### src/hdl/spsq_pkg.sv
// shared types and constants for the shared pool stack and queue manager
// used by spsq_lists and shared_pool_stack_queue_manager; no dependencies
package spsq_pkg;

  typedef enum logic [1:0] {
    OP_PUSH = 2'd0,
    OP_POP  = 2'd1,
    OP_ENQ  = 2'd2,
    OP_DEQ  = 2'd3
  } op_e;

  typedef enum logic [1:0] {
    ST_DONE  = 2'd0,
    ST_FULL  = 2'd1,
    ST_EMPTY = 2'd2
  } status_e;

  localparam int unsigned ITEM_BITS = 32;
  localparam int unsigned SLOT_OUT_BITS = 4;

  typedef struct packed {
    op_e                  operation;
    logic [1:0]           list_select;
    logic [ITEM_BITS-1:0] payload_in;
  } req_t;

  typedef struct packed {
    status_e                  status;
    logic [SLOT_OUT_BITS-1:0] slot_used;
    logic [ITEM_BITS-1:0]     payload_out;
    logic                     list_now_empty;
  } rsp_t;

  // control from the list logic to the payload store and result register
  typedef struct packed {
    status_e status;
    logic    list_empty;
    logic    mem_we;
    logic    mem_re;
  } lst_res_t;

  // selector reduced modulo the list count, sel is at most 3
  function automatic logic [1:0] sel_wrap(input logic [1:0] sel, input int unsigned count);
    logic [2:0] v;
    v = {1'b0, sel};
    for (int k = 0; k < 3; k++) begin
      if (32'(v) >= count) begin
        v = 3'(32'(v) - count);
      end
    end
    return v[1:0];
  endfunction

endpackage

### src/hdl/spsq_pay_mem.sv
// payload store: one word per pool slot, one write and one registered read a cycle
// no package dependencies
module spsq_pay_mem #(
  parameter int unsigned DEPTH = 16,
  parameter int unsigned WIDTH = 32,
  parameter int unsigned AW    = 4
) (
  input  logic             clk,
  input  logic             we,
  input  logic [AW-1:0]    waddr,
  input  logic [WIDTH-1:0] wdata,
  input  logic             re,
  input  logic [AW-1:0]    raddr,
  output logic [WIDTH-1:0] rdata
);

  logic [WIDTH-1:0] mem [DEPTH];

  always_ff @(posedge clk) begin
    if (we) begin
      mem[waddr] <= wdata;
    end
    if (re) begin
      rdata <= mem[raddr];
    end
  end

endmodule

### src/hdl/spsq_lists.sv
// link table, free list and list pointers; applies one operation per fire
// depends on spsq_pkg
module spsq_lists #(
  parameter int unsigned POOL_SLOTS = 16,
  parameter int unsigned NUM_STACKS = 4,
  parameter int unsigned NUM_QUEUES = 4,
  parameter int unsigned PTR_W      = 5
) (
  input  logic              clk,
  input  logic              rst,
  input  logic              fire,
  input  spsq_pkg::req_t    item,
  output spsq_pkg::lst_res_t res,
  output logic [PTR_W-1:0]  slot
);

  localparam int unsigned SLOT_W = $clog2(POOL_SLOTS);
  localparam int unsigned STK_W  = (NUM_STACKS > 1) ? $clog2(NUM_STACKS) : 1;
  localparam int unsigned QUE_W  = (NUM_QUEUES > 1) ? $clog2(NUM_QUEUES) : 1;
  localparam logic [PTR_W-1:0] NIL  = PTR_W'(POOL_SLOTS);
  localparam logic [PTR_W-1:0] LAST = PTR_W'(POOL_SLOTS - 1);

  logic [PTR_W-1:0] slot_next [POOL_SLOTS];
  logic [PTR_W-1:0] free_head;
  logic [PTR_W-1:0] fresh_cnt;
  logic [PTR_W-1:0] stack_top [NUM_STACKS];
  logic [PTR_W-1:0] queue_head [NUM_QUEUES];
  logic [PTR_W-1:0] queue_tail [NUM_QUEUES];

  logic [STK_W-1:0] stk;
  logic [QUE_W-1:0] que;
  logic [PTR_W-1:0] top_cur, hd, tl, rd_ptr, link, take_next;
  logic [PTR_W-1:0] free_head_next, fresh_cnt_next, top_next, hd_next, tl_next;
  logic             free_avail, fresh_take, stk_op;
  logic             nx_we;
  logic [PTR_W-1:0] nx_addr, nx_data;

  always_comb begin
    stk = STK_W'(spsq_pkg::sel_wrap(item.list_select, NUM_STACKS));
    que = QUE_W'(spsq_pkg::sel_wrap(item.list_select, NUM_QUEUES));
    top_cur = stack_top[stk];
    hd = queue_head[que];
    tl = queue_tail[que];
    stk_op = (item.operation == spsq_pkg::OP_PUSH) || (item.operation == spsq_pkg::OP_POP);

    unique case (item.operation)
      spsq_pkg::OP_POP: rd_ptr = top_cur;
      spsq_pkg::OP_DEQ: rd_ptr = hd;
      default:          rd_ptr = free_head;
    endcase
    link = slot_next[rd_ptr[SLOT_W-1:0]];

    free_avail = free_head < NIL;
    fresh_take = free_head < fresh_cnt;
    if (fresh_take) begin
      take_next = (free_head == '0) ? NIL : free_head - PTR_W'(1);
    end else begin
      take_next = link;
    end

    free_head_next = free_head;
    fresh_cnt_next = fresh_cnt;
    top_next = top_cur;
    hd_next = hd;
    tl_next = tl;
    nx_we = 1'b0;
    nx_addr = free_head;
    nx_data = top_cur;
    res.status = spsq_pkg::ST_DONE;
    res.mem_we = 1'b0;
    res.mem_re = 1'b0;
    slot = '0;

    unique case (item.operation)
      spsq_pkg::OP_PUSH: begin
        if (!free_avail) begin
          res.status = spsq_pkg::ST_FULL;
        end else begin
          free_head_next = take_next;
          if (fresh_take) begin
            fresh_cnt_next = fresh_cnt - PTR_W'(1);
          end
          nx_we = 1'b1;
          nx_addr = free_head;
          nx_data = top_cur;
          top_next = free_head;
          res.mem_we = 1'b1;
          slot = free_head;
        end
      end
      spsq_pkg::OP_POP: begin
        if (!(top_cur < NIL)) begin
          res.status = spsq_pkg::ST_EMPTY;
        end else begin
          top_next = link;
          nx_we = 1'b1;
          nx_addr = top_cur;
          nx_data = free_head;
          free_head_next = top_cur;
          res.mem_re = 1'b1;
          slot = top_cur;
        end
      end
      spsq_pkg::OP_ENQ: begin
        if (!free_avail) begin
          res.status = spsq_pkg::ST_FULL;
        end else begin
          free_head_next = take_next;
          if (fresh_take) begin
            fresh_cnt_next = fresh_cnt - PTR_W'(1);
          end
          if ((hd < NIL) && (tl < NIL)) begin
            nx_we = 1'b1;
            nx_addr = tl;
            nx_data = free_head;
          end else begin
            hd_next = free_head;
          end
          tl_next = free_head;
          res.mem_we = 1'b1;
          slot = free_head;
        end
      end
      spsq_pkg::OP_DEQ: begin
        if (!(hd < NIL) || !(tl < NIL)) begin
          res.status = spsq_pkg::ST_EMPTY;
        end else begin
          if (hd == tl) begin
            hd_next = NIL;
            tl_next = NIL;
          end else begin
            hd_next = link;
          end
          nx_we = 1'b1;
          nx_addr = hd;
          nx_data = free_head;
          free_head_next = hd;
          res.mem_re = 1'b1;
          slot = hd;
        end
      end
    endcase

    if (stk_op) begin
      res.list_empty = !(top_next < NIL);
    end else begin
      res.list_empty = !(hd_next < NIL) || !(tl_next < NIL);
    end
  end

  always_ff @(posedge clk) begin
    if (fire && nx_we) begin
      slot_next[nx_addr[SLOT_W-1:0]] <= nx_data;
    end
  end

  always_ff @(posedge clk) begin
    if (rst) begin
      free_head <= LAST;
      fresh_cnt <= PTR_W'(POOL_SLOTS);
      for (int i = 0; i < NUM_STACKS; i++) begin
        stack_top[i] <= NIL;
      end
      for (int i = 0; i < NUM_QUEUES; i++) begin
        queue_head[i] <= NIL;
        queue_tail[i] <= NIL;
      end
    end else if (fire) begin
      free_head <= free_head_next;
      fresh_cnt <= fresh_cnt_next;
      if (stk_op) begin
        stack_top[stk] <= top_next;
      end else begin
        queue_head[que] <= hd_next;
        queue_tail[que] <= tl_next;
      end
    end
  end

  // never-used slots sit below fresh_cnt, and the free head is the top one of them
  a_fresh_top: assert property (@(posedge clk) disable iff (rst)
    (free_head < fresh_cnt) |-> (free_head == fresh_cnt - PTR_W'(1)))
    else $error("free head inside fresh region but not its top");

  a_fresh_bound: assert property (@(posedge clk) disable iff (rst)
    (fresh_cnt <= NIL) && (free_head <= NIL))
    else $error("free list pointer or fresh count out of range");

  a_queue_pair: assert property (@(posedge clk) disable iff (rst)
    fire |-> ((hd < NIL) == (tl < NIL)))
    else $error("queue head and tail disagree on emptiness");

  a_freed_is_head: assert property (@(posedge clk) disable iff (rst)
    fire && res.mem_re |=> (free_head == $past(slot)))
    else $error("released slot did not become free head");

  a_full_only_when_empty_pool: assert property (@(posedge clk) disable iff (rst)
    fire && (res.status == spsq_pkg::ST_FULL) |=> (free_head == NIL))
    else $error("pool full reported with free slots left");

endmodule

### src/hdl/shared_pool_stack_queue_manager.sv
// top level of the shared pool stack and queue manager
// depends on spsq_pkg, spsq_lists and spsq_pay_mem
//
// One pool of POOL_SLOTS linked slots holds NUM_STACKS stacks and NUM_QUEUES
// queues. A request transaction on req carries an operation (push, pop,
// enqueue, dequeue), a list selector and a payload word; each request gives
// exactly one response transaction on rsp with status, slot, removed payload
// and the emptiness of the targeted list afterward.
// Both channels use valid and ready. A request is captured in an input
// register, applied to the pointer state when the output register can take
// its response, and that response is loaded there, raising rsp_valid. One
// request is taken per cycle while the response is not stalled; the pointer
// update and the single link table read per operation are combinational.
// If the receiver stalls, the response waits in the output register and one
// more request can wait in the input register; req_ready then drops.
// Reset is synchronous: all lists come up empty and every slot is free,
// with no clearing pass. Payload words are read only from written slots.
module shared_pool_stack_queue_manager #(
  parameter int unsigned POOL_SLOTS   = 16,
  parameter int unsigned NUM_STACKS   = 4,
  parameter int unsigned NUM_QUEUES   = 4,
  parameter int unsigned PAYLOAD_BITS = 32
) (
  input  logic           clk,
  input  logic           rst,
  input  logic           req_valid,
  output logic           req_ready,
  input  spsq_pkg::req_t req,
  output logic           rsp_valid,
  input  logic           rsp_ready,
  output spsq_pkg::rsp_t rsp
);

  localparam int unsigned PTR_W   = $clog2(POOL_SLOTS + 1);
  localparam int unsigned SLOT_W  = $clog2(POOL_SLOTS);
  localparam int unsigned STORE_W = (PAYLOAD_BITS < spsq_pkg::ITEM_BITS) ?
                                    PAYLOAD_BITS : spsq_pkg::ITEM_BITS;

  logic               item_valid;
  spsq_pkg::req_t     item;
  logic               fire;
  spsq_pkg::lst_res_t res;
  logic [PTR_W-1:0]   slot;
  logic [STORE_W-1:0] rd_data;

  spsq_pkg::status_e                  status_q;
  logic [spsq_pkg::SLOT_OUT_BITS-1:0] slot_q;
  logic                               empty_q;
  logic                               popped_q;

  assign fire = item_valid && (!rsp_valid || rsp_ready);
  assign req_ready = !item_valid || fire;

  spsq_lists #(
    .POOL_SLOTS (POOL_SLOTS),
    .NUM_STACKS (NUM_STACKS),
    .NUM_QUEUES (NUM_QUEUES),
    .PTR_W      (PTR_W)
  ) u_lists (
    .clk  (clk),
    .rst  (rst),
    .fire (fire),
    .item (item),
    .res  (res),
    .slot (slot)
  );

  spsq_pay_mem #(
    .DEPTH (POOL_SLOTS),
    .WIDTH (STORE_W),
    .AW    (SLOT_W)
  ) u_pay_mem (
    .clk   (clk),
    .we    (fire && res.mem_we),
    .waddr (slot[SLOT_W-1:0]),
    .wdata (item.payload_in[STORE_W-1:0]),
    .re    (fire && res.mem_re),
    .raddr (slot[SLOT_W-1:0]),
    .rdata (rd_data)
  );

  always_ff @(posedge clk) begin
    if (rst) begin
      item_valid <= 1'b0;
      rsp_valid <= 1'b0;
    end else begin
      if (req_valid && req_ready) begin
        item_valid <= 1'b1;
      end else if (fire) begin
        item_valid <= 1'b0;
      end
      if (fire) begin
        rsp_valid <= 1'b1;
      end else if (rsp_ready) begin
        rsp_valid <= 1'b0;
      end
    end
    if (req_valid && req_ready) begin
      item <= req;
    end
    if (fire) begin
      status_q <= res.status;
      slot_q <= spsq_pkg::SLOT_OUT_BITS'(slot);
      empty_q <= res.list_empty;
      popped_q <= res.mem_re;
    end
  end

  always_comb begin
    rsp.status = status_q;
    rsp.slot_used = slot_q;
    rsp.payload_out = popped_q ? spsq_pkg::ITEM_BITS'(rd_data) : '0;
    rsp.list_now_empty = empty_q;
  end

endmodule
### config.mk
export PLATFORM = sky130hd
export DESIGN_NAME = shared_pool_stack_queue_manager
export DESIGN_NICKNAME = d
export VERILOG_FILES = /design/src/hdl/spsq_pkg.sv /design/src/hdl/spsq_pay_mem.sv /design/src/hdl/spsq_lists.sv /design/src/hdl/shared_pool_stack_queue_manager.sv
export SDC_FILE = /design/constraint.sdc
export NUM_CORES = 1
export LEC_CHECK = 0
export CAP_MARGIN = 0
export CORE_ASPECT_RATIO = 0.75
export CORE_MARGIN = 2
export CORE_UTILIZATION = 35
export CTS_CLUSTER_SIZE = 14
export DETAILED_ROUTE_END_ITERATION = 8
export DONT_BUFFER_PORTS = 1
export PLACE_DENSITY = 0.57
export SLEW_MARGIN = 10
export SYNTH_ARGS = -nofsm -noshare
export SYNTH_HDL_FRONTEND = slang
export SYNTH_SLANG_ARGS = --single-unit
### constraint.sdc
create_clock -name clk -period 6.7 [get_ports clk]
set_input_delay 0.67 -clock clk [delete_from_list [all_inputs] [get_ports clk]]
set_output_delay 0.67 -clock clk [all_outputs]
set_load 0.02 [all_outputs]
Word level (Yosys, flattened, before mapping) --
Memory sizes are Yosys's and may differ from the RTL's. A register that Yosys moved wholly into a read port is not among the register bits. Index checks and enable logic that the tools add are counted.
Operators by class: add/sub/neg operators 2, $lt $le $gt $ge 8, equality and inequality tests 5, mux-type cells 75, reduce and logical (&&, ||, !) cells 28
Operators by type and width (number):
- $mux 5 | 21
- $lt 5x5->1 const B | 7
- $mux 32 | 1
- $pmux 5 s2 | 3
- $mux 1 | 29
- $mux 4 | 5
- $pmux 5 s4 | 1
- $mux 2 | 8
- $pmux 4 s4 | 1
- $pmux 5 s3 | 1
- $reduce_or 5->1 | 3
- $pmux 4 s3 | 1
- $sub 5x1->5 const B | 2
- $pmux 4 s2 | 1
- $logic_not 1->1 | 7
- $logic_and 1x1->1 | 6
- $pmux 2 s3 | 1
- $eq 5x5->1 | 1
- $logic_not 5->1 | 1
- $logic_or 1x1->1 | 5
- $lt 5x5->1 | 1
- $eq 2x2->1 const B | 2
- $pmux 1 s4 | 1
- $reduce_and 4->1 | 1
- 7 further kinds | 8
Word-level totals: bits in registers 56, memory bits (writable) 652, bits of input ports 40, output and inout port bits 41, word-level logic and storage cells 134, memories 5
Memories:
- u_pay_mem.mem | words 16, width 32, read ports 1, clocked after memory_dff 1, write ports 1, line spsq_pay_mem.sv:17 | logic [WIDTH-1:0] mem [DEPTH];
- u_lists.slot_next | words 16, width 5, read ports 1, clocked after memory_dff 0, write ports 1, line spsq_lists.sv:23 | logic [PTR_W-1:0] slot_next [POOL_SLOTS];
- u_lists.queue_head | words 4, width 5, read ports 1, clocked after memory_dff 1, write ports 4, line spsq_lists.sv:27 | logic [PTR_W-1:0] queue_head [NUM_QUEUES];
- u_lists.queue_tail | words 4, width 5, read ports 1, clocked after memory_dff 1, write ports 4, line spsq_lists.sv:28 | logic [PTR_W-1:0] queue_tail [NUM_QUEUES];
- u_lists.stack_top | words 4, width 5, read ports 1, clocked after memory_dff 1, write ports 4, line spsq_lists.sv:26 | logic [PTR_W-1:0] stack_top [NUM_STACKS];

Logic depth before layout (Yosys ltp) --
Gate-level depths: netlist of run 1. An unclocked memory read counts as a cell.
depth after elaboration 10, mapped depth 17

Modules after synthesis --
A second synthesis of run 1 with hierarchy kept.
Second synthesis, totals: cell total of the unflattened synthesis 1618, area, all modules 29682.2 um^2
Modules (own cells, without submodules):
- spsq_pay_mem | times used 1, cells each 838, area each 20174.3 um^2
- spsq_lists | times used 1, cells each 688, area each 7867.5 um^2
- shared_pool_stack_queue_manager | times used 1, cells each 92, area each 1640.3 um^2

Worst setup path before layout of run 1 --
No wires, ideal clock.
path type reg-to-reg, start point register with a tool-made name, end point memory u_pay_mem.mem[12][0], enable pin, setup time 0.461 ns, data arrival time 4.794 ns, slack 1.445 ns, cell stages (with the launch flop) 12, buffers on the path 3, period minus slack after synthesis 5.255 ns, cell sequence dfxtp_1 buf_4 buf_2 mux4_2 inv_1 ha_1 clkbuf_1 and3_1 a31o_2 a21boi_4 or3_1 nor3_1
RTL lines (line):
- end: declaration | spsq_pay_mem.sv:17

==> results.yml, run 1 <==
logic_synthesis:
  synth_cell_types: 70
  syn-num-nets: 2333
  synth_seq_cells: 742
  synth.area.top_cells: "edfxtp_1, nand2_1, nor2_1, nand3_1, mux4_2"
  synth-async-reset-ratio_pct: 0
  synthSimpleGateAreaFrac_pct: 15.2
  yosysTopAreaCellShare_pct: 72.0
  yosys_warnings: 0
  synth_top_area_cell: "edfxtp_1"
  synth_edf_count: 728
  synth-adder-area-share_pct: 0.289
  synth_seq_area_share_pct: 73.0
  yosys.area_share.xor_xnor_pct: 0.289
  synth-compound-area-share_pct: 4.95
  synthMuxAreaShare_pct: 3.92
  syn_area_um2: 30300
  ys.flop_type: "edfxtp_1"
  synthCells: 2286
  synth_top_family_by_area: "simple AND/OR/NAND/NOR gates"
  syn_avg_cell_area_um2: 13.3
grt:
  grt_pass1_wl_um: 114000
  antenna_found_initial: 8
  grt.total_usage_pct: 17.1
  grt_pass1_vias: 17700
  overflow: 0
  grt_max_degree: 196
power:
  power.density_nw_per_um2: 294
  ir_worst_vdd_uv: 190
  switchingPower_mw: 2.35
  pwr-share-comb_pct: 7.3
  internal_power_mw: 7.66
  clkPwrFrac_pct: 40.1
  p_leak_nw: 11.3
  pwr-share-seq_pct: 52.5
  netSwitchingFraction_pct: 23.4
cells_and_area:
  num-fill-cells: 7989
  mostFrequentLayoutCells: "edfxtp_1, nand2_1, nor2_1"
  layout_commonest_cell: "edfxtp_1"
  fin_util_pct: 39.7
  drive_above_1_share_pct: 10.4
  final_nets: 2324
  syn_to_final_growth_pct: 12.3
hold_path:
  min_path_type: "primary input to flop"
worst_setup_path:
  cp-start-kind: "flop"
  worst_ep_arrival_time_ns: 5.46
  crit_path_max_incr_delay_ns: 1.02
  crit_slowest_cell: "dfxtp_1"
  r2r_slack_ns: 1.54
  worstSetupEndpointType: "flop"
  worstPathCellList: "mux4_2 > inv_1 > ha_1 > and3_1 > a31o_2 > a21boi_4 > buf_12 > nand2_1 > nor2_4 > buf_4"
  path_max_fanout: 195
  cp.required_ns: 7.00
  worstSetupPathType: "flop to flop"
timing:
  slew_headroom_pct: 20.0
  layout_min_cycle_time_ns: 5.16
  skew_ns: 0.0172
  finalSetupViolations: 0
  setup_tns_ns: 0
  hold_viol: 0
  maxSlewViolCount: 0
  max_clock_freq_mhz: 194
  period_share_pct: 76.9
  rsz0062_at_grt: "false"
  tightest_slew_ns: 1.20
clock_tree:
  postCtsSetupBuffers: 0
  cts_buffers: 76
  clk_pin_slew_ns: 0.06
  htree_num_levels: 3
  clock_latency_ns: 0.62
  root_buffer: "clkbuf_16"
  tritoncts: "built"
  holdBufCountCts: 0
  cts.sinks: 742
  ctsLongestPathBuffers: 3
  cts.repair.resized: 0
placement:
  hpwlAfterDp_um: 45000
  place_congestion: 0.927
  io_buffers: 0
detailed_routing:
  routed-via-count: 18400
  drt_iter0_drc: 2011
  ant_nets: 0
  wl_per_cell_um: 22.0
  routed_via_density: 5.28
  drc_errors: 0
  dr.pass1.iters: 7
  drt_wl_total_um: 76500
floorplanning:
  dieHeight_um: 259
  placeableCoreArea_um2: 85900
  die_x_um: 344
  die-area_um2: 89100
  boundaryPins: 81
  num_rows: 93
  start_util_pct: 35.3
run_status:
  status: "complete, no violations"
flow_run:
  cap_violations: 0
==> cells by family after synthesis <==
logic type      count (synthesis)
simple gates                 1071
flops                         742
compound gates                215
buf+inv                       161
mux                            80
xor+xnor                       10
fa+ha+maj                       7
==> layer usage <==
metal	GRT usage [%]	share of wire [%]
met5	0	0.091
met4	5.51	2.8
met3	4.31	8.1
met2	25.2	44
met1	24.8	45
==> worst max-delay path: cells and delay by family (launching register included) <==
kind	cells	cell delay, ns
compound gates	2	0.51
fa+ha+maj	1	0.33
buf+inv	3	1.03
flops	1	1.02
mux	1	0.39
simple gates	3	1.46
==> Yosys cell counts (3+ instances only) <==
master and count:
nand2b_1 15, nor2b_1 4, buf_4 7, clkbuf_1 78, a21oi_1 16, and3_1 7
o21ai_1 8, edfxtp_1 728, a221o_1 4, or2_1 3, o22a_1 3, mux4_2 26
buf_1 10, or3_1 5, nor2_1 286, nand2_1 437, o2111ai_1 4, a31o_2 7
ha_1 7, nand3_1 210, o21a_1 4, a31oi_1 6, buf_2 29, nor3_1 19
buf_6 4, o21ai_0 78, o22ai_1 3, or2_2 9, xor2_1 5, mux2i_1 36
and2_1 34, inv_2 4, nand4_1 34, a211oi_1 4, mux2_2 13, o221ai_1 3
a22o_1 3, nor3_2 3, xnor2_1 5, dfxtp_1 14, a221oi_1 38, inv_1 26
a21o_1 14
==> per-stage QoR <==
step / worst slack, ns / hold WS, ns / power, mW / std cells / instance area [um2]
2_1_floorplan: 1.45 / 0.478 / 5.83 / 2286 / 30300
3_3_place_gp: 1.63 / 0.482 / 6.07 / 3339 / 31700
3_5_place_dp: 1.50 / 0.504 / 6.08 / 3339 / 31700
4_1_cts: 1.47 / 0.0903 / 10.1 / 3476 / 34100
5_1_grt: 1.22 / 0.0966 / 10.3 / 3477 / 34100
6_report: 1.54 / 0.126 / 10.0 / 3477 / 34100
==> power groups by stage <==
stage | clock, mW | sequential (mW) | combinational, mW
after global placement | 0 | 5.35 | 0.715
after detailed placement | 0 | 5.36 | 0.728
final | 4.02 | 5.26 | 0.735
after floorplan | 0 | 5.31 | 0.525
after global routing | 4.27 | 5.27 | 0.802
after CTS | 4.10 | 5.26 | 0.731
==> flip-flops by register name, indices dropped and copies added (netlist names), named ones only <==
name	flops
slot_q	4
u_pay_mem.mem	512
item_valid	1
u_lists.free_head	5
u_lists.fresh_cnt	5
u_lists.slot_next	80
u_lists.queue_head	20
popped_q	1
empty_q	1
u_lists.stack_top	20
rsp_valid	1
u_lists.queue_tail	20
status_q	2
u_pay_mem.rdata	32
item	36
==> final timing paths <==
check                                          from                                 to  depth (start not counted)
setup / recovery                               flop    u_pay_mem.mem[14][15]$_DFFE_PP_                         10
hold / removal                                  rst            item_valid$_SDFFE_PP0P_                          1
setup reg to reg                               flop    u_pay_mem.mem[14][15]$_DFFE_PP_                         10
hold reg to reg   u_lists.fresh_cnt[1]$_SDFFE_PP0P_  u_lists.fresh_cnt[1]$_SDFFE_PP0P_                          2
==> layout make-up <==
class / instances / area (um2) / share of cell area (%)
Inverter: 32 / 130 / 0.382
Timing Repair Buffer: 42 / 378 / 1.11
Clock inverter: 39 / 309 / 0.907
Sequential cell: 742 / 22100 / 65.0
Antenna cell: 1 / 2.50 / 0.00735
Multi-Input combinational cell: 1383 / 7650 / 22.5
Clock buffer: 98 / 2030 / 5.95
Tap cell: 1140 / 1430 / 4.19
Note: power is estimated with default switching activity, not from simulation.
==> run 2: changes to the inputs <==
==> constraint.sdc (replaced) <==
create_clock -name clk -period 5.21 [get_ports clk]
set_input_delay 0.521 -clock clk [delete_from_list [all_inputs] [get_ports clk]]
set_output_delay 0.521 -clock clk [all_outputs]
set_load 0.02 [all_outputs]
==> results.yml, run 2 (synthesized netlist as in run 1, its figures left out) <==
worst_setup_path:
  cp-start-kind: "flop"
  cp.required_ns: 5.47
  worstSetupPathType: "flop to flop"
  r2r_slack_ns: 0.73
  worst_ep_arrival_time_ns: 4.74
  path_max_fanout: 140
  rr_endpoint: "u_pay_mem.mem[10][14]$_DFFE_PP_"
  worstSetupEndpointType: "flop"
  critPathCapture: "u_pay_mem.mem[10][14]$_DFFE_PP_"
  r2r.worst_path.cells: 11
power:
  p_leak_nw: 11.6
  ir_worst_vdd_uv: 238
  power.density_nw_per_um2: 375
  p_total_mw: 13.0
clock_tree:
  clk_pin_slew_ns: 0.07
  ctsLongestPathBuffers: 3
  htree_num_levels: 3
  cts_buffers: 78
  root_buffer: "clkbuf_16"
  postCtsSetupBuffers: 0
  cts.repair.resized: 0
  clock_latency_ns: 0.64
  tritoncts: "built"
  cts.sinks: 742
  holdBufCountCts: 38
grt:
  overflow: 0
  grt_max_degree: 141
  antenna_found_initial: 6
  grt.total_usage_pct: 17.5
  grt_pass1_wl_um: 116000
  grt_pass1_vias: 17800
placement:
  dp.cells: 3351
  place_congestion: 0.922
  hpwlAfterDp_um: 46100
  io_buffers: 0
detailed_routing:
  dr.pass1.iters: 5
  ant_nets: 0
  routed-via-count: 18700
  drc_errors: 0
  routed_via_density: 5.29
  drt_iter0_drc: 2099
  drt_wl_total_um: 78500
  wl_per_cell_um: 22.2
hold_path:
  min_path_type: "primary input to flop"
timing:
  skew_ns: 0.0269
  period_share_pct: 86.1
  slew_headroom_pct: 38.1
  tightest_slew_ns: 0.925
  maxSlewViolCount: 0
  finalSetupViolations: 0
  rsz0062_at_grt: "false"
  setup_tns_ns: 0
  layout_min_cycle_time_ns: 4.48
  max_clock_freq_mhz: 223
  hold-worst-slack_ns: 0.0411
  hold_viol: 0
floorplanning:
  placeableCoreArea_um2: 85900
  boundaryPins: 81
  dieHeight_um: 259
  start_util_pct: 35.3
  num_rows: 93
  die_x_um: 344
  die-area_um2: 89100
cells_and_area:
  final_nets: 2376
  mostFrequentLayoutCells: "edfxtp_1, nand2_1, nor2_1"
  fin_cells: 3531
  largest_register_ffs: 512
  drive_above_1_share_pct: 10.7
  num-fill-cells: 7954
  syn_to_final_growth_pct: 14.3
  top_register: "u_pay_mem.mem"
  fin_util_pct: 40.4
  layout_commonest_cell: "edfxtp_1"
run_status:
  status: "complete, no violations"
flow_run:
  cap_violations: 0
run 2: changes by cell type in the layout (fill, tap and decap cells not counted), sizes merged:
cell	previous run	this run
clkinvlp	4	0
dlygate4sd3	0	38
buf	42	54
diode	1	2
clkinv	29	35
clkbuf	98	99
run 2: critical path: stages, from the launching register on:
cell and delay, ns:
dfxtp_1 0.69, mux4_2 0.59, inv_1 0.12, ha_1 0.44
and3_1 0.23, a31o_2 0.13, a21boi_2 0.12, inv_4 0.12
buf_12 0.48, nand2_1 0.40, nor2_4 0.16, buf_4 0.55
run 2: worst min-delay path by stage:
| stage | cells past startpoint | from | slack [ns] | endpoint |
|---|---|---|---|---|
| 6_report | 1 | req[33] | 0.04 | flop |
| 5_1_grt | 1 | req[33] | 0.02 | flop |
| 3_5_place_dp | 2 | u_lists.fresh_cnt[1]$_SDFFE_PP0P_ | 0.50 | u_lists.fresh_cnt[1]$_SDFFE_PP0P_ |
| 4_1_cts | 1 | req[33] | 0.002 | flop |
| 3_3_place_gp | 2 | u_lists.fresh_cnt[1]$_SDFFE_PP0P_ | 0.48 | u_lists.fresh_cnt[1]$_SDFFE_PP0P_ |
| 2_1_floorplan | 2 | u_lists.fresh_cnt[1]$_SDFFE_PP0P_ | 0.48 | u_lists.fresh_cnt[1]$_SDFFE_PP0P_ |
run 2: through the flow:
stage               cell area [um2]  setup slack, ns
floorplan                     30300          -0.0447
global placement              31900            0.801
detailed placement            31900            0.730
CTS                           34700            0.691
global route                  34700            0.450
finish                        34700            0.727
run 2: per-layer routing:
| layer | up-vias | GRT usage (%) | share of wire [%] |
|---|---|---|---|
| met4 | 4 | 5.28 | 2.4 |
| met2 | 728 | 24.7 | 42 |
| li1 | 8456 | - | - |
| met3 | 133 | 3.58 | 7.6 |
| met1 | 9346 | 27.0 | 48 |
| met5 | - | 0.321 | 0.065 |
run 2: area by class of cell:
class	instances	area (um2)	share of cell area (%)
repair buffers	92	923	2.66
diodes	2	5.00	0.0144
inverters	32	130	0.375
well taps	1140	1430	4.11
multi-input cells	1383	7660	22.1
flip-flops and latches	742	22100	63.9
clock buffers	99	2050	5.92
clock inverters	41	332	0.956
run 2: where the power goes:
part | internal [mW] | leakage, nW | switching [mW]
registers | 6.66 | 6.73 | 0.0976
logic | 0.315 | 3.69 | 0.679
clock network | 2.95 | 1.16 | 2.29
